==> config.mk <==
export PLATFORM = sky130hd
export DESIGN_NAME = search_line_edge_locator_top_flat
export DESIGN_NICKNAME = d
export VERILOG_FILES = /design/src/rtl/sle_pkg.sv /design/src/rtl/sle_if.sv /design/src/rtl/sle_front.sv /design/src/rtl/sle_queue.sv /design/src/rtl/sle_back.sv /design/src/rtl/search_line_edge_locator_top.sv /design/src/flat_wrapper.sv
export SDC_FILE = /design/constraint.sdc
export NUM_CORES = 1
export LEC_CHECK = 0
export BUFFER_PORTS_ARGS = -buffer_cell sky130_fd_sc_hd__buf_4
export CAP_MARGIN = 15
export CORE_UTILIZATION = 50
export DETAILED_ROUTE_END_ITERATION = 8
export GPL_ROUTABILITY_DRIVEN = 0
export HOLD_SLACK_MARGIN = 0.15
export PLACE_DENSITY = 0.7
export SYNTH_ARGS = -nofsm -noshare
export SYNTH_HDL_FRONTEND = slang
export SYNTH_SLANG_ARGS = --single-unit
==> constraint.sdc <==
create_clock -name clk_i -period 16.05 [get_ports clk_i]
set_input_delay 0 -clock clk_i [delete_from_list [all_inputs] [get_ports clk_i]]
set_output_delay 0 -clock clk_i [all_outputs]
set_load 0.01 [all_outputs]
==> src/rtl/sle_pkg.sv <==
// Package for the search line edge locator.
// Holds the shared types, register indexes, reset values and helper functions.
// No dependencies; every other file of the block but sle_if uses it.
`default_nettype none

package sle_pkg;

  // Register indexes on the configuration port.
  localparam logic [1:0] REG_HALF_LENGTH        = 2'd0;
  localparam logic [1:0] REG_COLOR_MODE         = 2'd1;
  localparam logic [1:0] REG_STRENGTH_THRESHOLD = 2'd2;

  // Register reset values.
  localparam logic [6:0] RST_HALF_LENGTH        = 7'd8;
  localparam logic       RST_COLOR_MODE         = 1'b0;
  localparam logic [7:0] RST_STRENGTH_THRESHOLD = 8'd20;

  // Depth of the operation queue between front and back.
  localparam int unsigned QDEPTH = 2;
  localparam int unsigned QPTR_W = $clog2(QDEPTH);
  localparam int unsigned QCNT_W = $clog2(QDEPTH + 1);

  // Effective configuration, half length already clamped.
  typedef struct packed {
    logic [6:0] len;
    logic       color;
    logic [7:0] thr;
  } sle_cfg_t;

  // One classified pixel as handed from front to back.
  typedef struct packed {
    logic       off1;    // offer an interior column
    logic       force1;  // that column is the first searched one
    logic [7:0] k1;
    logic [7:0] s1;
    logic       off2;    // offer the last column with strength zero
    logic [7:0] k2;
    logic       emit;    // this pixel ends the line
  } sle_op_t;

  // Queue status seen by the front and the back.
  typedef struct packed {
    logic full;
    logic empty;
  } sle_qstat_t;

  function automatic logic [7:0] absdiff(input logic [7:0] a, input logic [7:0] b);
    absdiff = (a > b) ? (a - b) : (b - a);
  endfunction

endpackage

`default_nettype wire

==> src/rtl/sle_if.sv <==
// Channel interfaces of the search line edge locator: pixels, results, configuration.
// Depends on nothing; valid/ready handshake with a source and a sink modport.
`default_nettype none

interface sle_pix_if;
  logic       valid;
  logic       ready;
  logic [7:0] chan0;
  logic [7:0] chan1;
  logic [7:0] chan2;
  modport source (output valid, output chan0, output chan1, output chan2, input ready);
  modport sink   (input valid, input chan0, input chan1, input chan2, output ready);
endinterface

interface sle_res_if;
  logic       valid;
  logic       ready;
  logic [7:0] best_column;
  logic [7:0] peak_strength;
  logic       accepted;
  modport source (output valid, output best_column, output peak_strength,
                  output accepted, input ready);
  modport sink   (input valid, input best_column, input peak_strength,
                  input accepted, output ready);
endinterface

interface sle_cfg_if;
  logic       valid;
  logic       ready;
  logic [1:0] index;
  logic [7:0] data;
  modport source (output valid, output index, output data, input ready);
  modport sink   (input valid, input index, input data, output ready);
endinterface

`default_nettype wire

==> src/rtl/sle_front.sv <==
// Front of the search line edge locator: takes pixels, forms gradients and
// classifies each pixel into an operation. Depends on sle_pkg and sle_if.
`default_nettype none

module sle_front (
  input  wire                 clk_i,
  input  wire                 rst_ni,
  input  sle_pkg::sle_cfg_t   cfg_i,
  sle_pix_if.sink             pix_i,
  input  sle_pkg::sle_qstat_t qstat_i,
  output logic                push_o,
  output sle_pkg::sle_op_t    op_o
);

  logic [7:0]  col_q, col_d;
  logic [23:0] prev0_q, prev1_q;
  logic [7:0]  last;
  logic [7:0]  g0, g1, g2, grad;
  logic        accept;

  assign pix_i.ready = !qstat_i.full;
  assign accept      = pix_i.valid && pix_i.ready;
  assign last        = {cfg_i.len, 1'b0};

  // Central difference against the pixel two columns back.
  assign g0 = sle_pkg::absdiff(pix_i.chan0, prev1_q[7:0]);
  assign g1 = sle_pkg::absdiff(pix_i.chan1, prev1_q[15:8]);
  assign g2 = sle_pkg::absdiff(pix_i.chan2, prev1_q[23:16]);

  always_comb begin
    grad = g0;
    if (cfg_i.color) begin
      if (g1 > grad) grad = g1;
      if (g2 > grad) grad = g2;
    end
  end

  always_comb begin
    op_o.off1   = (col_q >= 8'd3) && (col_q <= last);
    op_o.k1     = col_q - 8'd1;
    op_o.force1 = (col_q == 8'd3);
    op_o.s1     = grad;
    op_o.off2   = (col_q == last);
    op_o.k2     = last;
    op_o.emit   = (col_q >= last);
  end

  assign push_o = accept;
  assign col_d  = op_o.emit ? 8'd0 : col_q + 8'd1;

  always_ff @(posedge clk_i or negedge rst_ni) begin
    if (!rst_ni) begin
      col_q <= 8'd0;
    end else if (accept) begin
      col_q <= col_d;
    end
  end

  // Pixel history needs no reset: it is read only from the fourth pixel on.
  always_ff @(posedge clk_i) begin
    if (accept) begin
      prev1_q <= prev0_q;
      prev0_q <= {pix_i.chan2, pix_i.chan1, pix_i.chan0};
    end
  end

endmodule

`default_nettype wire

==> src/rtl/sle_queue.sv <==
// Short queue of classified operations between front and back.
// Depends on sle_pkg.
`default_nettype none

module sle_queue (
  input  wire                 clk_i,
  input  wire                 rst_ni,
  input  wire                 push_i,
  input  sle_pkg::sle_op_t    op_i,
  input  wire                 pop_i,
  output sle_pkg::sle_op_t    head_o,
  output sle_pkg::sle_qstat_t qstat_o
);

  localparam logic [sle_pkg::QPTR_W-1:0] PTR_LAST = sle_pkg::QPTR_W'(sle_pkg::QDEPTH - 1);
  localparam logic [sle_pkg::QCNT_W-1:0] CNT_FULL = sle_pkg::QCNT_W'(sle_pkg::QDEPTH);

  sle_pkg::sle_op_t                entry_q [sle_pkg::QDEPTH];
  logic [sle_pkg::QPTR_W-1:0]      wr_ptr_q, rd_ptr_q;
  logic [sle_pkg::QCNT_W-1:0]      cnt_q, cnt_d;

  assign head_o        = entry_q[rd_ptr_q];
  assign qstat_o.full  = (cnt_q == CNT_FULL);
  assign qstat_o.empty = (cnt_q == '0);

  always_comb begin
    cnt_d = cnt_q;
    if (push_i && !pop_i) cnt_d = cnt_q + 1'b1;
    if (pop_i && !push_i) cnt_d = cnt_q - 1'b1;
  end

  always_ff @(posedge clk_i or negedge rst_ni) begin
    if (!rst_ni) begin
      wr_ptr_q <= '0;
      rd_ptr_q <= '0;
      cnt_q    <= '0;
    end else begin
      cnt_q <= cnt_d;
      if (push_i) wr_ptr_q <= (wr_ptr_q == PTR_LAST) ? '0 : wr_ptr_q + 1'b1;
      if (pop_i)  rd_ptr_q <= (rd_ptr_q == PTR_LAST) ? '0 : rd_ptr_q + 1'b1;
    end
  end

  always_ff @(posedge clk_i) begin
    if (push_i) entry_q[wr_ptr_q] <= op_i;
  end

endmodule

`default_nettype wire

==> src/rtl/sle_back.sv <==
// Back of the search line edge locator: applies offers to the running best
// column and registers the line result. Depends on sle_pkg and sle_if.
`default_nettype none

module sle_back (
  input  wire                 clk_i,
  input  wire                 rst_ni,
  input  sle_pkg::sle_cfg_t   cfg_i,
  input  sle_pkg::sle_op_t    head_i,
  input  sle_pkg::sle_qstat_t qstat_i,
  output logic                pop_o,
  sle_res_if.source           res_o
);

  logic [7:0] best_s_q, best_k_q;
  logic [7:0] mid_s, mid_k, new_s, new_k;
  logic [7:0] ct;
  logic       out_valid_q;
  logic [7:0] out_col_q, out_str_q;
  logic       out_acc_q;
  logic       out_free;

  assign ct       = {1'b0, cfg_i.len} + 8'd1;
  assign out_free = !out_valid_q || res_o.ready;
  assign pop_o    = !qstat_i.empty && (!head_i.emit || out_free);

  // Two offers may fall on one pixel: the interior column, then the last column.
  always_comb begin
    mid_s = best_s_q;
    mid_k = best_k_q;
    if (head_i.off1 && (head_i.force1 || head_i.s1 > best_s_q ||
        (head_i.s1 == best_s_q &&
         sle_pkg::absdiff(head_i.k1, ct) <= sle_pkg::absdiff(best_k_q, ct)))) begin
      mid_s = head_i.s1;
      mid_k = head_i.k1;
    end
    new_s = mid_s;
    new_k = mid_k;
    if (head_i.off2 && (head_i.k2 == 8'd2 || (mid_s == 8'd0 &&
        sle_pkg::absdiff(head_i.k2, ct) <= sle_pkg::absdiff(mid_k, ct)))) begin
      new_s = 8'd0;
      new_k = head_i.k2;
    end
  end

  always_ff @(posedge clk_i or negedge rst_ni) begin
    if (!rst_ni) begin
      best_s_q    <= 8'd0;
      best_k_q    <= 8'd0;
      out_valid_q <= 1'b0;
    end else begin
      if (pop_o) begin
        best_s_q <= head_i.emit ? 8'd0 : new_s;
        best_k_q <= head_i.emit ? 8'd0 : new_k;
      end
      if (pop_o && head_i.emit) begin
        out_valid_q <= 1'b1;
      end else if (res_o.ready) begin
        out_valid_q <= 1'b0;
      end
    end
  end

  always_ff @(posedge clk_i) begin
    if (pop_o && head_i.emit) begin
      out_col_q <= new_k;
      out_str_q <= new_s;
      out_acc_q <= (new_s > cfg_i.thr);
    end
  end

  assign res_o.valid         = out_valid_q;
  assign res_o.best_column   = out_col_q;
  assign res_o.peak_strength = out_str_q;
  assign res_o.accepted      = out_acc_q;

endmodule

`default_nettype wire

==> src/rtl/search_line_edge_locator_top.sv <==
// Top level of the search line edge locator.
// Depends on sle_pkg, sle_if, sle_front, sle_queue and sle_back.
`default_nettype none

// The block takes the pixels of one search line of 2*half_length+1 pixels,
// left to right, one pixel per transfer, and at the line's last pixel gives
// one result: the column with the strongest central-difference gradient among
// columns 2 to 2*half_length, its magnitude, and a flag set when the magnitude
// exceeds strength_threshold. Equal magnitudes go to the column nearest
// half_length+1, and at equal distance to the right one. In color mode the
// gradient is the largest of the three channel gradients. A half_length of
// zero acts as one and one above MAX_HALF_LENGTH acts as MAX_HALF_LENGTH.
// The block takes one pixel every clock. The front forms the gradient and
// classifies the pixel, a two-entry queue carries it to the back, and the back
// updates the best column as it takes each pixel from the queue; the line's
// last pixel passes through the queue entry and then the result register
// before the result is offered. The pixel input stalls only when the result
// register is held by the sink and the queue has filled.
// Configuration is taken every clock and should be written between lines.

module search_line_edge_locator_top #(
  parameter int unsigned MAX_HALF_LENGTH = 64
) (
  input  wire       clk_i,
  input  wire       rst_ni,
  sle_cfg_if.sink   cfg_i,
  sle_pix_if.sink   pix_i,
  sle_res_if.source res_o
);

  localparam logic [6:0] MAX_LEN = 7'(MAX_HALF_LENGTH);

  logic [6:0]          half_length_q;
  logic                color_mode_q;
  logic [7:0]          threshold_q;
  sle_pkg::sle_cfg_t   cfg;
  sle_pkg::sle_op_t    push_op, head_op;
  sle_pkg::sle_qstat_t qstat;
  logic                push, pop;

  // Configuration registers; indexes beyond the list are ignored.
  assign cfg_i.ready = 1'b1;

  always_ff @(posedge clk_i or negedge rst_ni) begin
    if (!rst_ni) begin
      half_length_q <= sle_pkg::RST_HALF_LENGTH;
      color_mode_q  <= sle_pkg::RST_COLOR_MODE;
      threshold_q   <= sle_pkg::RST_STRENGTH_THRESHOLD;
    end else if (cfg_i.valid) begin
      case (cfg_i.index)
        sle_pkg::REG_HALF_LENGTH:        half_length_q <= cfg_i.data[6:0];
        sle_pkg::REG_COLOR_MODE:         color_mode_q  <= cfg_i.data[0];
        sle_pkg::REG_STRENGTH_THRESHOLD: threshold_q   <= cfg_i.data;
        default: ;
      endcase
    end
  end

  // Clamp the half length into its working range.
  always_comb begin
    cfg.len = half_length_q;
    if (half_length_q == 7'd0)   cfg.len = 7'd1;
    if (half_length_q > MAX_LEN) cfg.len = MAX_LEN;
    cfg.color = color_mode_q;
    cfg.thr   = threshold_q;
  end

  sle_front u_front (
    .clk_i   (clk_i),
    .rst_ni  (rst_ni),
    .cfg_i   (cfg),
    .pix_i   (pix_i),
    .qstat_i (qstat),
    .push_o  (push),
    .op_o    (push_op)
  );

  sle_queue u_queue (
    .clk_i   (clk_i),
    .rst_ni  (rst_ni),
    .push_i  (push),
    .op_i    (push_op),
    .pop_i   (pop),
    .head_o  (head_op),
    .qstat_o (qstat)
  );

  sle_back u_back (
    .clk_i   (clk_i),
    .rst_ni  (rst_ni),
    .cfg_i   (cfg),
    .head_i  (head_op),
    .qstat_i (qstat),
    .pop_o   (pop),
    .res_o   (res_o)
  );

  // The front never writes into a full queue.
  a_no_overflow: assert property (@(posedge clk_i) disable iff (!rst_ni)
    qstat.full |-> !push)
    else $error("operation queue overflow");

  // The back never takes from an empty queue.
  a_no_underflow: assert property (@(posedge clk_i) disable iff (!rst_ni)
    qstat.empty |-> !pop)
    else $error("operation queue underflow");

  // Column one is never searched, so it can never be reported.
  a_col_one: assert property (@(posedge clk_i) disable iff (!rst_ni)
    res_o.valid |-> (res_o.best_column != 8'd1))
    else $error("result reports column one");

  // A popped end-of-line operation shows up as a result on the next clock.
  a_result_follows: assert property (@(posedge clk_i) disable iff (!rst_ni)
    (pop && head_op.emit) |=> res_o.valid)
    else $error("line end without result");

endmodule

`default_nettype wire
==> src/flat_wrapper.sv <==
// flat-port wrapper written by rule: the top's interface ports become plain ports
module search_line_edge_locator_top_flat 
#(
  parameter int unsigned MAX_HALF_LENGTH = 64
)
  (clk_i, rst_ni, cfg_i_valid, cfg_i_index, cfg_i_data, cfg_i_ready, pix_i_valid, pix_i_chan0, pix_i_chan1, pix_i_chan2, pix_i_ready, res_o_valid, res_o_best_column, res_o_peak_strength, res_o_accepted, res_o_ready);
  sle_cfg_if cfg_i_i ();
  sle_pix_if pix_i_i ();
  sle_res_if res_o_i ();
  input  wire clk_i;
  input  wire rst_ni;
  input wire logic [$bits(cfg_i_i.valid)-1:0] cfg_i_valid;
  input wire logic [$bits(cfg_i_i.index)-1:0] cfg_i_index;
  input wire logic [$bits(cfg_i_i.data)-1:0] cfg_i_data;
  output wire logic [$bits(cfg_i_i.ready)-1:0] cfg_i_ready;
  input wire logic [$bits(pix_i_i.valid)-1:0] pix_i_valid;
  input wire logic [$bits(pix_i_i.chan0)-1:0] pix_i_chan0;
  input wire logic [$bits(pix_i_i.chan1)-1:0] pix_i_chan1;
  input wire logic [$bits(pix_i_i.chan2)-1:0] pix_i_chan2;
  output wire logic [$bits(pix_i_i.ready)-1:0] pix_i_ready;
  output wire logic [$bits(res_o_i.valid)-1:0] res_o_valid;
  output wire logic [$bits(res_o_i.best_column)-1:0] res_o_best_column;
  output wire logic [$bits(res_o_i.peak_strength)-1:0] res_o_peak_strength;
  output wire logic [$bits(res_o_i.accepted)-1:0] res_o_accepted;
  input wire logic [$bits(res_o_i.ready)-1:0] res_o_ready;
  assign cfg_i_i.valid = cfg_i_valid;
  assign cfg_i_i.index = cfg_i_index;
  assign cfg_i_i.data = cfg_i_data;
  assign cfg_i_ready = cfg_i_i.ready;
  assign pix_i_i.valid = pix_i_valid;
  assign pix_i_i.chan0 = pix_i_chan0;
  assign pix_i_i.chan1 = pix_i_chan1;
  assign pix_i_i.chan2 = pix_i_chan2;
  assign pix_i_ready = pix_i_i.ready;
  assign res_o_valid = res_o_i.valid;
  assign res_o_best_column = res_o_i.best_column;
  assign res_o_peak_strength = res_o_i.peak_strength;
  assign res_o_accepted = res_o_i.accepted;
  assign res_o_i.ready = res_o_ready;
  search_line_edge_locator_top #(.MAX_HALF_LENGTH(MAX_HALF_LENGTH)) u_core (.clk_i(clk_i), .rst_ni(rst_ni), .cfg_i(cfg_i_i), .pix_i(pix_i_i), .res_o(res_o_i));
endmodule
Word-level counts from Yosys, hierarchy flattened
Memory sizes are Yosys's and may differ from the RTL's.
Cells that the tools add are included.
Widths: inputs -> output; s select.
{ "word_totals": {"inputBits": 39, "ff_bits": 110, "ram_bits": 54, "mem_count": 1, "word_cells": 119} }
{ "memory_table": {"columns": ["name", "words", "width", "rd", "rd_clocked_by_memory_dff", "write_ports", "line", "rtl"], "rows": [
  ["u_core.u_queue.entry_q", 2, 27, 1, 0, 1, "sle_queue.sv:18", "sle_pkg::sle_op_t entry_q [sle_pkg::QDEPTH];"]
]} }
{ "op_classes": {"magnitude_cmp": 17, "eq_ne": 7, "n_reduce_logical": 30, "addsub": 21, "mux": 28} }
{ "op_table": {"columns": ["operator", "n"], "rows": [
  ["$mux 8", 18],
  ["$sub 8x8->8", 14],
  ["$gt 8x8->1", 11],
  ["$le 8x8->1", 3],
  ["$eq 8x2->1 const B", 2],
  ["$eq 8x8->1", 2],
  ["$mux 7", 2],
  ["$logic_and 1x1->1", 10],
  ["$add 7x1->8 const B", 1],
  ["$add 8x1->8 const B", 1],
  ["$ge 8x2->1 const B", 1],
  ["$ge 8x8->1", 1],
  ["$logic_not 8->1", 1],
  ["$sub 8x1->8 const B", 1],
  ["$gt 7x7->1 const B", 1],
  ["$logic_not 7->1", 1],
  ["$logic_not 1->1", 6],
  ["$mux 1", 6],
  ["$reduce_and 2->1", 3],
  ["$logic_or 1x1->1", 5],
  ["$eq 2x2->1 const B", 2],
  ["$logic_not 2->1", 2],
  ["$mux 2", 2],
  ["$reduce_bool 2->1", 2],
  ["4 further kinds", 5]
]} }

Logic depth before layout (Yosys ltp)
Gate-level depths: netlist (run 1).
{ "logic_depth": {"word_depth": 19, "depth_mapped": 53} }

Hierarchy
From an unflattened synthesis (run 1), not the netlist that was laid out.
{ "hier_totals": {"cells_unflattened": 1218, "hier_area_um2": 12675.9} }
{ "modules_own_cells": {"columns": ["module", "area_each_um2", "instances", "cells_per_inst"], "rows": [
  ["sle_back", 4888.4, 1, 569],
  ["sle_front", 4845.9, 1, 500],
  ["sle_queue", 2252.2, 1, 103],
  ["search_line_edge_locator_top", 689.4, 1, 46]
]} }

Worst setup path after synthesis (run 1)
No wires, ideal clock.
{ "synth_path": {"path_type": "reg-to-reg", "startpoint": "register u_core.half_length_q[2]", "endpoint": "register u_core.u_back.out_acc_q (netlist: u_core.u_back.res_o.accepted) (data pin)", "path_slack_ns": 6.038, "synth_period_minus_slack_ns": 10.012, "n_path_buf": 2, "setup_ns": 0.262, "t_arrival_ns": 9.750, "path_stages_with_launch": 52, "path_cell_list": "dfrtp_1 -> nor3_1 -> a21oi_1 -> nor2_1 -> ha_1 -> and3_1 -> a31oi_2 -> inv_1 -> ha_1 -> nand4_1 -> nor2b_1 -> o32ai_4 -> mux2i_1 -> xor2_1 -> ha_1 -> nand4_1 -> nor2_1 -> nor4_4 -> (+16 left out) -> nand3_1 -> ha_1 -> a21o_1 -> a21o_1 -> a21oi_1 -> o21a_1 -> a2bb2o_2 -> a21oi_4 -> buf_2 -> a211oi_1 -> ha_1 -> o21a_1 -> o21ai_0 -> nand2b_1 -> a21oi_1 -> nor2_1 -> a211oi_1 -> a21oi_1"} }
{ "synth_lines": {"columns": ["item", "line", "rtl"], "rows": [
  ["start: declaration", "search_line_edge_locator_top.sv:33", "logic [6:0] half_length_q;"],
  ["start signal: assignment", "search_line_edge_locator_top.sv:46", "half_length_q <= sle_pkg::RST_HALF_LENGTH;"],
  ["start signal: assignment", "search_line_edge_locator_top.sv:51", "sle_pkg::REG_HALF_LENGTH: half_length_q <= cfg_i.data[6:0];"],
  ["end signal: assignment", "sle_back.sv:68", "out_acc_q <= (new_s > cfg_i.thr);"],
  ["end: declaration", "sle_back.sv:20", "logic out_acc_q;"]
]} }

==> impl.org, run 1 <==
** Run status
- The run finished with clean final reports.

** Place
- In this run the tool buffered the top-level ports with 57 buffer cells.
- Once detailed placement completed, the half-perimeter wirelength came to ~22000 microns.

** Worst setup path
- The slowest stage of the critical path is the sky130_fd_sc_hd__nor2_1 cell.
- Data arrival time of the critical path :: approximately 12000 ps
- Critical path start-end classification :: flip-flop to flip-flop
- Setup crit start kind :: flip-flop
- On the worst path, the slowest cell contributes a delay of about 700 ps.
- Required time worst endpoint :: 16230 ps
- Together, buffers and inverters on the worst path number 2.
- Counting stages on the worst path, the most repeated cell is sky130_fd_sc_hd__a21oi_1.
- Minimum setup slack among reg-to-reg paths :: roughly 3800 ps
- CP Capture Type :: flip-flop
- Largest delay contributor family on the critical path :: compound AO/OA/AOI/OAI gates
- Critical path peak fanout :: 28

** Synthesis
- After Yosys synthesis, full adders, half adders and majority gates account for 17.7% of the synthesized area.
- Largest family of logic cells by synthesized area :: adder cells
- Synthesis inferred roughly 160 register bits.
- Of all cell types, the one taking the most synthesized area is sky130_fd_sc_hd__edfxtp_1.
- For this run, the number of Yosys warnings is 0.
- Yosys top cell area share :: 28.9%
- Count of unique library cells instantiated by Yosys :: 78
- Measured against the total synthesized area, the mux share comes to ~7.7%.
- Post-synthesis area per instance :: about 10 sq um
- Main area contributors after synthesis :: sky130_fd_sc_hd__edfxtp_1, sky130_fd_sc_hd__ha_1, sky130_fd_sc_hd__dfrtp_1, sky130_fd_sc_hd__mux2i_1, sky130_fd_sc_hd__inv_1
- For this run, asynchronously set or reset flops after synthesis account for about 27%.
- Xor and xnor fraction of the mapped netlist area :: roughly 3.7%
- In this run, synthesis inferred roughly 120 flip-flops with an integrated enable.
- Summing every instance area after synthesis gives approximately 12000 sq um.
- Area fraction in compound gates after synthesis :: roughly 17%
- Number of instances in the synthesized netlist :: around 1.2k
- Among all flip-flop cells after synthesis, the most frequent one is sky130_fd_sc_hd__edfxtp_1.
- After synthesis, flip-flops and latches occupy between 30% and 40% of the total area.
- Simple-Gate Fraction of Synth Area :: a little over a tenth

** Routing
- First-pass iteration count of the detailed router :: 5
- Once detail routing completed, the nets flagged for antenna violations numbered 0.
- Final WL :: slightly below 30000 microns
- The detailed router placed between 9k and 10k vias in this run.
- Dividing the detail-routed via count by the number of cells gives 5.74.
- For this run, design rule violations remaining after detail routing come to 0.
- Iteration-0 DRC Markers :: 698
- In the final routed layout, each cell accounts on average for roughly 18 microns.

** Floorplan
- In this run the count of I/O pins placed on the die edge is 59.
- Y dimension of the die :: between 150 and 200 microns
- Core Rows :: 57
- Die extent in x :: ~160 microns
- For this configuration, the core starts out at a cell density of 50.9%.
- The floorplan step defined a die boundary enclosing roughly 25000 sq um.
- The core region is ~24000 sq um.

** Timing
- Slew of the pin with the lowest slew margin :: around 1100 ps
- Setup violations remaining at the end of the flow were counted as 0.
- Dividing the final minimum period by the clock period gives 76.2%.
- The count of final hold-check violations is 0.
- Minimum period implied by the final worst setup slack :: ~12000 ps
- Final Skew :: between 10 and 15 ps
- Final TNS setup :: 0 ps
- Headroom to the max-slew limit came out at 27.4%.
- Final max-slew violation count :: 0
- Unrepaired setup endpoints after global routing :: false
- FMAX :: between 80 and 90 MHz

** Clock tree
- TritonCTS built the clock tree.
- For the worst-skew pair, the clock arrives at the later sink with an insertion delay of between 400 and 500 ps.
- The clock tree synthesis step divided the H-tree into 4 levels.
- PostCTS Resize Cnt :: 0
- Clock slew at reported path FFs :: ~70 ps
- Counting along the longest clock path gives a buffer depth of 2.
- Number of buffers created by CTS :: 17
- The tree is rooted in a sky130_fd_sc_hd__clkbuf_16.
- Buffers added to address setup during post-CTS repair amount to 0.
- Hold_buf cts :: 39
- Counting every sink on the clock net gives 164.

** Job
- The tool flagged a number of max-cap violations equal to 0.

** Global route
- Antenna violations before repair :: 0
- Number of global-route vias before repair :: 9252
- Overflow left after global routing :: 0
- The first global-routing pass estimated 47600 microns of wire.
- Entering global routing, the biggest net connects 54 pins.
- For this run, the total global-route usage over all layers was measured as between 20% and 30%.

** Layout
- Layout Area Growth over Synthesis :: 14.1%
- Number of diodes :: 0
- Final core utilization :: roughly 58%
- The final layout contains around 1.5k nets.
- The post-route netlist has approximately an eighth of its cells at a drive strength greater than 1.

** Hold path
- The path class of the tightest hold or removal check is primary input to flip-flop.
[state kept, by name (all words and copies together) (netlist names)]
name and flops:
u_core.u_back.best_k_q 8, u_core.u_front.col_q 8, u_core.u_queue.wr_ptr_q 1, u_core.u_back.res_o.best_column 8
u_core.half_length_q 7, u_core.u_back.res_o.peak_strength 8, u_core.u_front.prev1_q 24, u_core.u_front.prev0_q 24
u_core.u_queue.cnt_q 2, u_core.threshold_q 8, u_core.u_queue.rd_ptr_q 1, u_core.u_back.best_s_q 8
u_core.u_back.res_o.valid 1, u_core.u_queue.entry_q 54, u_core.u_back.res_o.accepted 1, u_core.color_mode_q 1
[logic make-up (layout without fill, tap and decap cells)]
logic type | count (synthesis) | count (layout)
buf+inv | 171 | 282
compound gates | 295 | 295
mux | 90 | 90
simple gates | 248 | 248
other cells | 1 | 5
flops | 164 | 164
fa+ha+maj | 167 | 167
xor+xnor | 52 | 52
[layout by cell type (no fill, tap or decap), types with 6 or more instances in the layout]
master                          netlist  layout
sky130_fd_sc_hd__mux2_2              31      31
sky130_fd_sc_hd__dfrtp_1             42      42
sky130_fd_sc_hd__nor2_1              66      65
sky130_fd_sc_hd__clkbuf_16            0      17
sky130_fd_sc_hd__a211oi_1            16      16
sky130_fd_sc_hd__xor2_1              18      18
sky130_fd_sc_hd__o21a_1              15      15
sky130_fd_sc_hd__a21oi_1             72      72
sky130_fd_sc_hd__nand2_1             37      37
sky130_fd_sc_hd__fa_1                13      13
sky130_fd_sc_hd__nor2b_1             23      23
sky130_fd_sc_hd__ha_1               154     154
sky130_fd_sc_hd__edfxtp_1           119     119
sky130_fd_sc_hd__nor4_1               7       7
sky130_fd_sc_hd__o21bai_1            15      15
sky130_fd_sc_hd__nor3_1              14      14
sky130_fd_sc_hd__buf_4                3      64
sky130_fd_sc_hd__nand2b_1            17      17
sky130_fd_sc_hd__o221ai_1             7       7
sky130_fd_sc_hd__a21o_1              33      33
sky130_fd_sc_hd__inv_1              147     146
sky130_fd_sc_hd__mux2i_1             56      56
sky130_fd_sc_hd__and2_1              11      11
sky130_fd_sc_hd__o21ai_1              6       6
sky130_fd_sc_hd__a32o_1               8       8
sky130_fd_sc_hd__xnor2_1             33      33
sky130_fd_sc_hd__dlygate4sd3_1        0      39
sky130_fd_sc_hd__nand3_1             18      18
sky130_fd_sc_hd__o22ai_1             19      19
sky130_fd_sc_hd__nand4_1             26      26
sky130_fd_sc_hd__o21ai_0             48      48
[final timing paths]
kind                                                     start                                     end  depth (start not counted)
max                        u_core.half_length_q[2]$_DFFE_PN0P_  u_core.u_back.res_o.accepted$_DFFE_PP_                         49
min                                                pix_i_valid     u_core.u_queue.wr_ptr_q$_DFFE_PN0P_                          3
max reg2reg                u_core.half_length_q[2]$_DFFE_PN0P_  u_core.u_back.res_o.accepted$_DFFE_PP_                         49
min reg2reg                u_core.u_front.prev0_q[4]$_DFFE_PP_     u_core.u_front.prev1_q[4]$_DFFE_PP_                          0
max in group asynchronous                               rst_ni   u_core.u_back.best_s_q[2]$_DFFE_PN0P_                          4
min in group asynchronous                               rst_ni         u_core.color_mode_q$_DFFE_PN0P_                          3
[tightest hold or removal path, stage by stage]
cell and delay (ps):
sky130_fd_sc_hd__buf_4 120, sky130_fd_sc_hd__nand2_1 340, sky130_fd_sc_hd__xnor2_1 110
[layer usage]
| metal | up-vias | wire length (microns) | global-route usage, % |
|---|---|---|---|
| met3 | 70 | 1260 | 3.13 |
| met1 | 4445 | 12700 | 30.1 |
| met4 | 0 | 1210 | 11.5 |
| met2 | 295 | 14200 | 39.8 |
| met5 | - | 0 | 0 |
| li1 | 4537 | - | - |
[synth_stat cells (5+ instances only)]
library cell               number
sky130_fd_sc_hd__o221ai_1       7
sky130_fd_sc_hd__nor2_1        66
sky130_fd_sc_hd__nand4_1       26
sky130_fd_sc_hd__a21o_1        33
sky130_fd_sc_hd__nor4_1         7
sky130_fd_sc_hd__and2_1        11
sky130_fd_sc_hd__nor2b_1       23
sky130_fd_sc_hd__o21ai_1        6
sky130_fd_sc_hd__nand2b_1      17
sky130_fd_sc_hd__mux2_2        31
sky130_fd_sc_hd__xor2_1        18
sky130_fd_sc_hd__mux2i_1       56
sky130_fd_sc_hd__o21bai_1      15
sky130_fd_sc_hd__buf_2          5
sky130_fd_sc_hd__o21ai_0       48
sky130_fd_sc_hd__fa_1          13
sky130_fd_sc_hd__clkbuf_1      13
sky130_fd_sc_hd__o22ai_1       19
sky130_fd_sc_hd__dfrtp_1       42
sky130_fd_sc_hd__a32o_1         8
sky130_fd_sc_hd__xnor2_1       33
sky130_fd_sc_hd__nand3_1       18
sky130_fd_sc_hd__a211oi_1      16
sky130_fd_sc_hd__inv_1        147
sky130_fd_sc_hd__o21a_1        15
sky130_fd_sc_hd__nor3_1        14
sky130_fd_sc_hd__a22oi_1        5
sky130_fd_sc_hd__edfxtp_1     119
sky130_fd_sc_hd__and3_1         5
sky130_fd_sc_hd__a21oi_1       72
sky130_fd_sc_hd__ha_1         154
sky130_fd_sc_hd__nand2_1       37
[layout make-up]
cell class / count / area (sq um)
clock inverter: 14 / 141
timing repair buffer: 103 / 871
inverter: 147 / 552
multi-input combinational: 857 / 7020
fill: 2060 / 10200
tap: 324 / 405
clock buffer: 18 / 429
sequential: 164 / 4700
[stage by stage]
step                      setup slack, ps  hold WS (ps)  cells  cell area [sq um]
final                                3820           192   1627              14100
after floorplan                      6040          -296   1192              12400
after global routing                 2750           223   1627              14100
after CTS                            3920           178   1627              14100
after global placement               4380          54.3   1556              13200
after detailed placement             3970          63.4   1556              13200
Power of run 1 is left out: the tool's default activity adds up to more than one toggle a clock period on the data nets, which glitch-free logic cannot reach.
==> run 2: changes to the inputs <==
--- a/config.mk
+++ b/config.mk
@@ -11,7 +11,7 @@
 export DETAILED_ROUTE_END_ITERATION = 8
 export GPL_ROUTABILITY_DRIVEN = 0
 export HOLD_SLACK_MARGIN = 0.15
-export PLACE_DENSITY = 0.7
+export PLACE_DENSITY = 0.73
 export SYNTH_ARGS = -nofsm -noshare
 export SYNTH_HDL_FRONTEND = slang
 export SYNTH_SLANG_ARGS = --single-unit
==> constraint.sdc (replaced) <==
create_clock -name clk_i -period 10.54 [get_ports clk_i]
set_input_delay 0 -clock clk_i [delete_from_list [all_inputs] [get_ports clk_i]]
set_output_delay 0 -clock clk_i [all_outputs]
set_load 0.01 [all_outputs]
==> run 2 against run 1 <==
  * Setup slack got worse by 3400 ps
  * Utilization increased by 1.3 points
  * Non-clock buffer count increased by 25
  * Clock skew decreased by 0.85 ps
  * Register-to-register slack got worse by 3400 ps
  * Clock-buffer cell count increased by 1
  * Highest routed layer unchanged
==> impl.org, run 2 (synthesized netlist as in run 1, its figures left out) <==
** Run status
- The flow ran to the end, and the final reports show no timing, DRC or antenna violations.

** Worst setup path
- Critical path start-end classification :: flip-flop to flip-flop
- Setup crit start kind :: flip-flop
- The largest individual stage delay along the critical path comes from the cell sky130_fd_sc_hd__xnor2_1.
- STA classifies the critical path endpoint as a flip-flop.
- The required time of the worst setup path came to 10710 ps (-5520 ps).
- Stage delay of the slowest cell on the critical path :: 640 ps (-60 ps)
- Data arrival time of the critical path :: 10280 ps (-2130 ps)
- The most numerous cell type found on the critical path is sky130_fd_sc_hd__ha_1.
- Critical path peak fanout :: 10 (-64%)

** Layout
- Final core utilization :: 59.3% (+1.3 points)
- The diode insertion count for antenna repair is 0 (unchanged).
- Final Instance Area :: 14400 sq um (+2.2%)
- Flip-flop and latch area :: 4700 sq um (unchanged)
- Layout Area Growth over Synthesis :: 16.6%
- Count of nets after finishing :: 1521 (+1.7%)
- The count of fill cells added during filler insertion came to 1962 (-4.8%).
- In the layout the commonest cells are sky130_fd_sc_hd__ha_1, sky130_fd_sc_hd__inv_1, sky130_fd_sc_hd__edfxtp_1, sky130_fd_sc_hd__buf_4, sky130_fd_sc_hd__a21oi_1.
- Largest register by flop count :: u_core.u_queue.entry_q
- The library cell used most frequently in the layout, excluding fill and tap cells, is sky130_fd_sc_hd__ha_1.
- Largest regs :: u_core.u_queue.entry_q x54, u_core.u_front.prev0_q x24, u_core.u_front.prev1_q x24
- Combined area of the multi-input logic cells :: 7090 sq um (+1.0%)
- The fraction of final layout cells sized beyond drive strength 1 came to 15.2% (+2.9 points).
- The flip-flop count of the largest register, all copies and words added is 54 (unchanged).

** Floorplan
- Count of pins on the block boundary :: 59 (unchanged)
- Die extent in x :: 159 microns (unchanged)
- The initial standard-cell utilization of the core came to 50.9% (unchanged).
- The area of the die is 25400 sq um (unchanged).
- The core area was 24300 sq um (unchanged).
- Y dimension of the die :: 159 microns (unchanged)
- Core Rows :: 57 (unchanged)

** Timing
- Number of hold violations in the final report :: 0 (unchanged)
- The worst clock skew on the final layout came to 12.5 ps (-0.849 ps).
- Fin crit share :: 95.9% (+20 points)
- Endpoints failing setup :: 0 (unchanged)
- The transition at the pin with the smallest max-transition slack came to 1070 ps (-16.7 ps).
- The relative slew slack came to 28.5% (+1.1 points).
- The worst hold margin came to 173 ps (-18.4 ps).
- FMAX :: 98.9 MHz (+21%)
- The post-layout minimum cycle time came to 10110 ps (-2120 ps).
- The total count of max-transition violations in the final report is 0 (unchanged).

** Place
- Placed standard-cell area :: 13200 sq um (+0.57%)
- Buffers added on ports :: 57 (unchanged)
- The half-perimeter wire length after placement is 22400 microns (+0.57%).

** Global route
- The overall global routing resource usage came to 23.8% (+0.11 points).
- The number of global-route vias before repair is 9417 (+1.8%).
- The initial antenna violation count came to 0 (unchanged).
- The largest net degree at the start of global routing was 54 (unchanged).
- The aggregate global routing overflow came to 0 (unchanged).
- First-pass GRT wire length :: 47800 microns (+0.48%)

** Routing
- The first-iteration detailed-routing DRC count came to 657 (-5.9%).
- The wire length per cell is 18.1 microns (+0.15%).
- The remaining antenna violation count after routing was 0 (unchanged).
- The detail-routed via count per cell is 5.77 (+0.35%).
- Overall via count from detail_route :: 9524 (+1.9%)
- The number of search-and-repair iterations in the first detailed-routing pass came to 5 (unchanged).
- The count of unresolved DRC violations after routing was 0 (unchanged).
- Final WL :: 29900 microns (+1.7%)

** Hold path
- Type of the tightest min-delay check :: primary input to flip-flop

** Clock tree
- The tree is rooted in a sky130_fd_sc_hd__clkbuf_16.
- The largest buffer count on any clock path is 2 (unchanged).
- The number of clock sinks came to 164 (unchanged).
- Clock slew at reported path FFs :: 70 ps (about the same)
- The depth of the CTS H-tree is 4 (unchanged).
- TritonCTS built the clock tree.
- Clock insertion delay at the later pin of the skew report :: 430 ps (about the same)
- The total CTS buffers was 17 (unchanged).

** Job
- Count of max-cap constraint violations :: 0 (unchanged)
## run 2: layout make-up
cell class,count,area share [%]
multi-input cells,857,49.2
flip-flops and latches,164,32.6
repair buffers,128,7.46
inverters,147,3.88
clock buffers,19,3.07
well taps,324,2.81
clock inverters,13,1.02
## run 2: metrics by stage
stage | std cells | setup TNS (ps) | setup WS [ps]
detailed placement | 1566 | -217 | -217
CTS | 1638 | 0 | 46.5
finish | 1652 | 0 | 431
floorplan | 1192 | 0 | 528
global placement | 1566 | 0 | 226
global route | 1652 | -23.9 | -23.9
## run 2: what timing repair did
item                                    in CTS  in global routing
gates cloned                                 0                  0
resized for setup                            1                 25
endpoints found under the setup margin       1                 16
buffers inserted                             0                 13
hold endpoints to repair                    86                  0
hold buffers                                40                  0
pin swaps                                    0                  4
## run 2: final timing paths
check	slack, ps	startpoint	cells after the start	endpoint
max in group asynchronous	8820	rst_ni	4	u_core.u_back.best_s_q[4]$_DFFE_PN0P_
worst min register to register	420	u_core.u_front.prev0_q[22]$_DFFE_PP_	0	u_core.u_front.prev1_q[22]$_DFFE_PP_
worst max-delay path	430	u_core.half_length_q[6]$_DFFE_PN0P_	48	u_core.u_back.res_o.accepted$_DFFE_PP_
worst min-delay path	170	pix_i_valid	3	u_core.u_queue.wr_ptr_q$_DFFE_PN0P_
min in group asynchronous	660	rst_ni	3	u_core.u_back.best_s_q[6]$_DFFE_PN0P_
worst max register to register	430	u_core.half_length_q[6]$_DFFE_PN0P_	48	u_core.u_back.res_o.accepted$_DFFE_PP_
## run 2: worst max-delay path, delay by kind of cell (launching register included)
family                     cells  cell delay [ps]
DFF                            1              490
xor gates and xnor gates       2              830
muxes                          1              210
buffers and inverters          3              410
and+or+nand+nor               14             1910
AOI/OAI and AO/OA             22             4060
adders and majority gates      6             1910
## run 2: per-layer routing
metal  wire, microns  vias to the layer above  global-route usage (%)
li1                -                     4565                       -
met2           14400                      314                    40.9
met1           12800                     4585                    30.0
met4             908                        0                    8.74
met5               0                        -                       0
met3            1740                       60                    3.99
Power of run 2 is left out for the same reason.
==> run 3: changes to the inputs <==
--- a/config.mk
+++ b/config.mk
@@ -11,7 +11,7 @@
 export DETAILED_ROUTE_END_ITERATION = 8
 export GPL_ROUTABILITY_DRIVEN = 0
 export HOLD_SLACK_MARGIN = 0.15
-export PLACE_DENSITY = 0.73
+export PLACE_DENSITY = 0.7
 export SYNTH_ARGS = -nofsm -noshare
 export SYNTH_HDL_FRONTEND = slang
 export SYNTH_SLANG_ARGS = --single-unit
==> run 3 against run 2 <==
  * Setup slack better by 93 ps
  * Clock-buffer cell count unchanged
  * Global-route usage down 0.30 points
  * Routed wire length down 1.3%
  * Register-to-register slack better by 90 ps
  * Clock skew up 2.0 ps
  * Non-clock buffer count down 1
  * First-iteration DRC count down 9.1%
  * Critical endpoint unchanged
  * Largest cell class unchanged
==> impl.org, run 3 (synthesized netlist as in run 1, its figures left out) <==
** Global route
- Number of global-route vias before repair :: 9249 (-1.8%)
- The wire length of the first global-routing pass came to 47000 microns (-1.7%).
- Overflow left after global routing :: 0 (unchanged)
- Antenna violations before repair :: 0 (unchanged)
- Total routing resource utilization after global routing :: 23.5% (-0.30 points)
- Maximum number of pins on one net before global-route repair :: 54 (unchanged)

** Worst setup path
- Worst R2R Start :: u_core.half_length_q[3]$_DFFE_PN1P_
- Critical path peak fanout :: 21 (+11)
- Setup crit start kind :: flip-flop
- The count of cells along the worst register-to-register path was 51 (+6.3%).
- Data arrival time of the critical path :: 10200 ps (-80 ps)
- The required time of the worst setup path is 10720 ps (about the same).
- Critical register-to-register path endpoint :: u_core.u_back.res_o.accepted$_DFFE_PP_
- Stage delay of the slowest cell on the critical path :: 570 ps (-70 ps)
- STA classifies the critical path endpoint as a flip-flop.
- Max stage delay cell, worst path :: sky130_fd_sc_hd__dfstp_2
- Minimum setup slack among reg-to-reg paths :: 520 ps (+90 ps)
- Critical path start-end classification :: flip-flop to flip-flop

** Layout
- The fraction of final layout cells sized beyond drive strength 1 was 14.8% (-0.37 points).
- Final Instance Area :: 14400 sq um (-0.22%)
- Number of diodes :: 0 (unchanged)
- Most frequent standard cell in the layout excluding fill and tap cells :: sky130_fd_sc_hd__ha_1
- Commonest cells after routing, fill and taps aside :: sky130_fd_sc_hd__ha_1, sky130_fd_sc_hd__inv_1, sky130_fd_sc_hd__edfxtp_1, sky130_fd_sc_hd__buf_4, sky130_fd_sc_hd__a21oi_1
- Largest register by flop count :: u_core.u_queue.entry_q
- Layout Area Growth over Synthesis :: 16.3%
- Number of flip-flops under the largest register name :: 54 (unchanged)
- The final-stage net count is 1520 (-0.066%).
- Largest regs :: u_core.u_queue.entry_q x54, u_core.u_front.prev0_q x24, u_core.u_front.prev1_q x24

** Timing
- Minimum period implied by the final worst setup slack :: 10020 ps (-92.5 ps)
- The final setup violation count is 0 (unchanged).
- Worst Slack Setup Final :: 523 ps (+92.5 ps)
- The transition at the pin with the smallest max-transition slack is 1080 ps (+10.9 ps).
- The worst clock skew on the final layout came to 14.5 ps (+2.01 ps).
- The worst hold margin is 186 ps (+12.5 ps).
- Final max-slew violation count :: 0 (unchanged)
- The final clock period utilization by the worst path is 95.0% (-0.88 points).
- Number of hold violations in the final report :: 0 (unchanged)
- The highest achievable clock rate was 99.8 MHz (+0.92%).
- The relative slew slack is 27.0% (-1.5 points).

** Routing
- The first-iteration detailed-routing DRC count is 597 (-9.1%).
- The detail-routed via count per cell was 5.72 (-0.78%).
- The via count was 9444 (-0.84%).
- The wire length per cell was 17.9 microns (-1.2%).
- The final routed wirelength across all metal layers is 29500 microns (-1.3%).
- DRC Markers :: 0 (unchanged)
- The remaining antenna violation count after routing came to 0 (unchanged).
- First-pass iteration count of the detailed router :: 5 (unchanged)

** Job
- Count of max-cap constraint violations :: 0 (unchanged)

** Floorplan
- Core region area :: 24300 sq um (unchanged)
- The die height was 159 microns (unchanged).
- Die outline area :: 25400 sq um (unchanged)
- Die extent in x :: 159 microns (unchanged)
- The initial standard-cell utilization of the core came to 50.9% (unchanged).
- Count of pins on the block boundary :: 59 (unchanged)
- Core Rows :: 57 (unchanged)

** Clock tree
- Clock sink count :: 164 (unchanged)
- CTS HTree Levels :: 4 (unchanged)
- The clock latency reported for the late side of the worst-skew pair was 440 ps (about the same).
- Clock root buffer :: sky130_fd_sc_hd__clkbuf_16
- CTS tree :: done
- Number of buffers on the longest clock path :: 2 (unchanged)
- The total CTS buffers came to 17 (unchanged).
- The clock input transition at the sequential cells of the worst setup and hold paths is 70 ps (about the same).

** Place
- The placed instance area came to 13200 sq um (about the same).
- The number of buffer cells added on primary ports was 57 (unchanged).
- The half-perimeter wire length after placement is 21900 microns (-1.9%).
- Post-placement worst setup slack :: -46.0 ps (+171 ps)

** Hold path
- Hold Path Sink :: u_core.u_queue.wr_ptr_q$_DFFE_PN0P_
- The tightest min-delay check is of the primary input to flip-flop type.
- Hold path depth :: 3 (unchanged)
- In this run the most critical hold path is launched from pix_i_valid.

** Run status
- Run status :: finished, final reports clean
[run 3: worst max-delay path by stage]
stage | from | end | depth (start not counted)
after floorplan | u_core.half_length_q[2]$_DFFE_PN0P_ | u_core.u_back.res_o.accepted$_DFFE_PP_ | 51
after global placement | u_core.half_length_q[6]$_DFFE_PN0P_ | u_core.u_back.res_o.accepted$_DFFE_PP_ | 45
after detailed placement | u_core.half_length_q[6]$_DFFE_PN0P_ | u_core.u_back.res_o.accepted$_DFFE_PP_ | 47
after CTS | u_core.half_length_q[2]$_DFFE_PN0P_ | u_core.u_back.res_o.accepted$_DFFE_PP_ | 50
after global routing | u_core.half_length_q[3]$_DFFE_PN1P_ | u_core.u_back.res_o.accepted$_DFFE_PP_ | 52
final | u_core.half_length_q[3]$_DFFE_PN1P_ | u_core.u_back.res_o.accepted$_DFFE_PP_ | 51
[run 3: stage by stage]
stage          TNS, ps  instances  util, %
3_5_place_dp     -46.0       1567     54.4
2_1_floorplan        0       1192        -
3_3_place_gp         0       1567     54.4
4_1_cts              0       1640     58.5
5_1_grt          -76.8       1651     59.2
6_report             0       1651     59.2
[run 3: area by class of cell]
type	count	area, sq um
flip-flops and latches	164	4700
clock inverters	13	124
inverters	147	559
multi-input cells	857	7070
fillers	2009	9930
clock buffers	19	443
well taps	324	405
repair buffers	127	1080
[run 3: layer usage]
layer / vias up / track usage [%] / share of wire [%]
met5: - / 0 / 0
met4: 0 / 10.3 / 2.9
met3: 56 / 3.28 / 4.4
met2: 253 / 39.9 / 49
met1: 4559 / 29.9 / 44
li1: 4576 / - / -
[run 3: what timing repair did]
action,4_1_cts,5_1_grt
hold buffers,41,0
pin swaps,0,5
gates resized for setup,1,17
setup buffers,0,11
endpoints found under the hold margin,86,0
setup endpoints to repair,1,1
[run 3: critical path: cells and delay by family, from the launching register on]
family          cells  cell delay, ps
compound gates     20            3560
simple gates       17            2530
fa+ha+maj           6            1740
buf+inv             5             800
flops               1             570
xor+xnor            2             360
mux                 1             210
Power of run 3 is left out for the same reason.
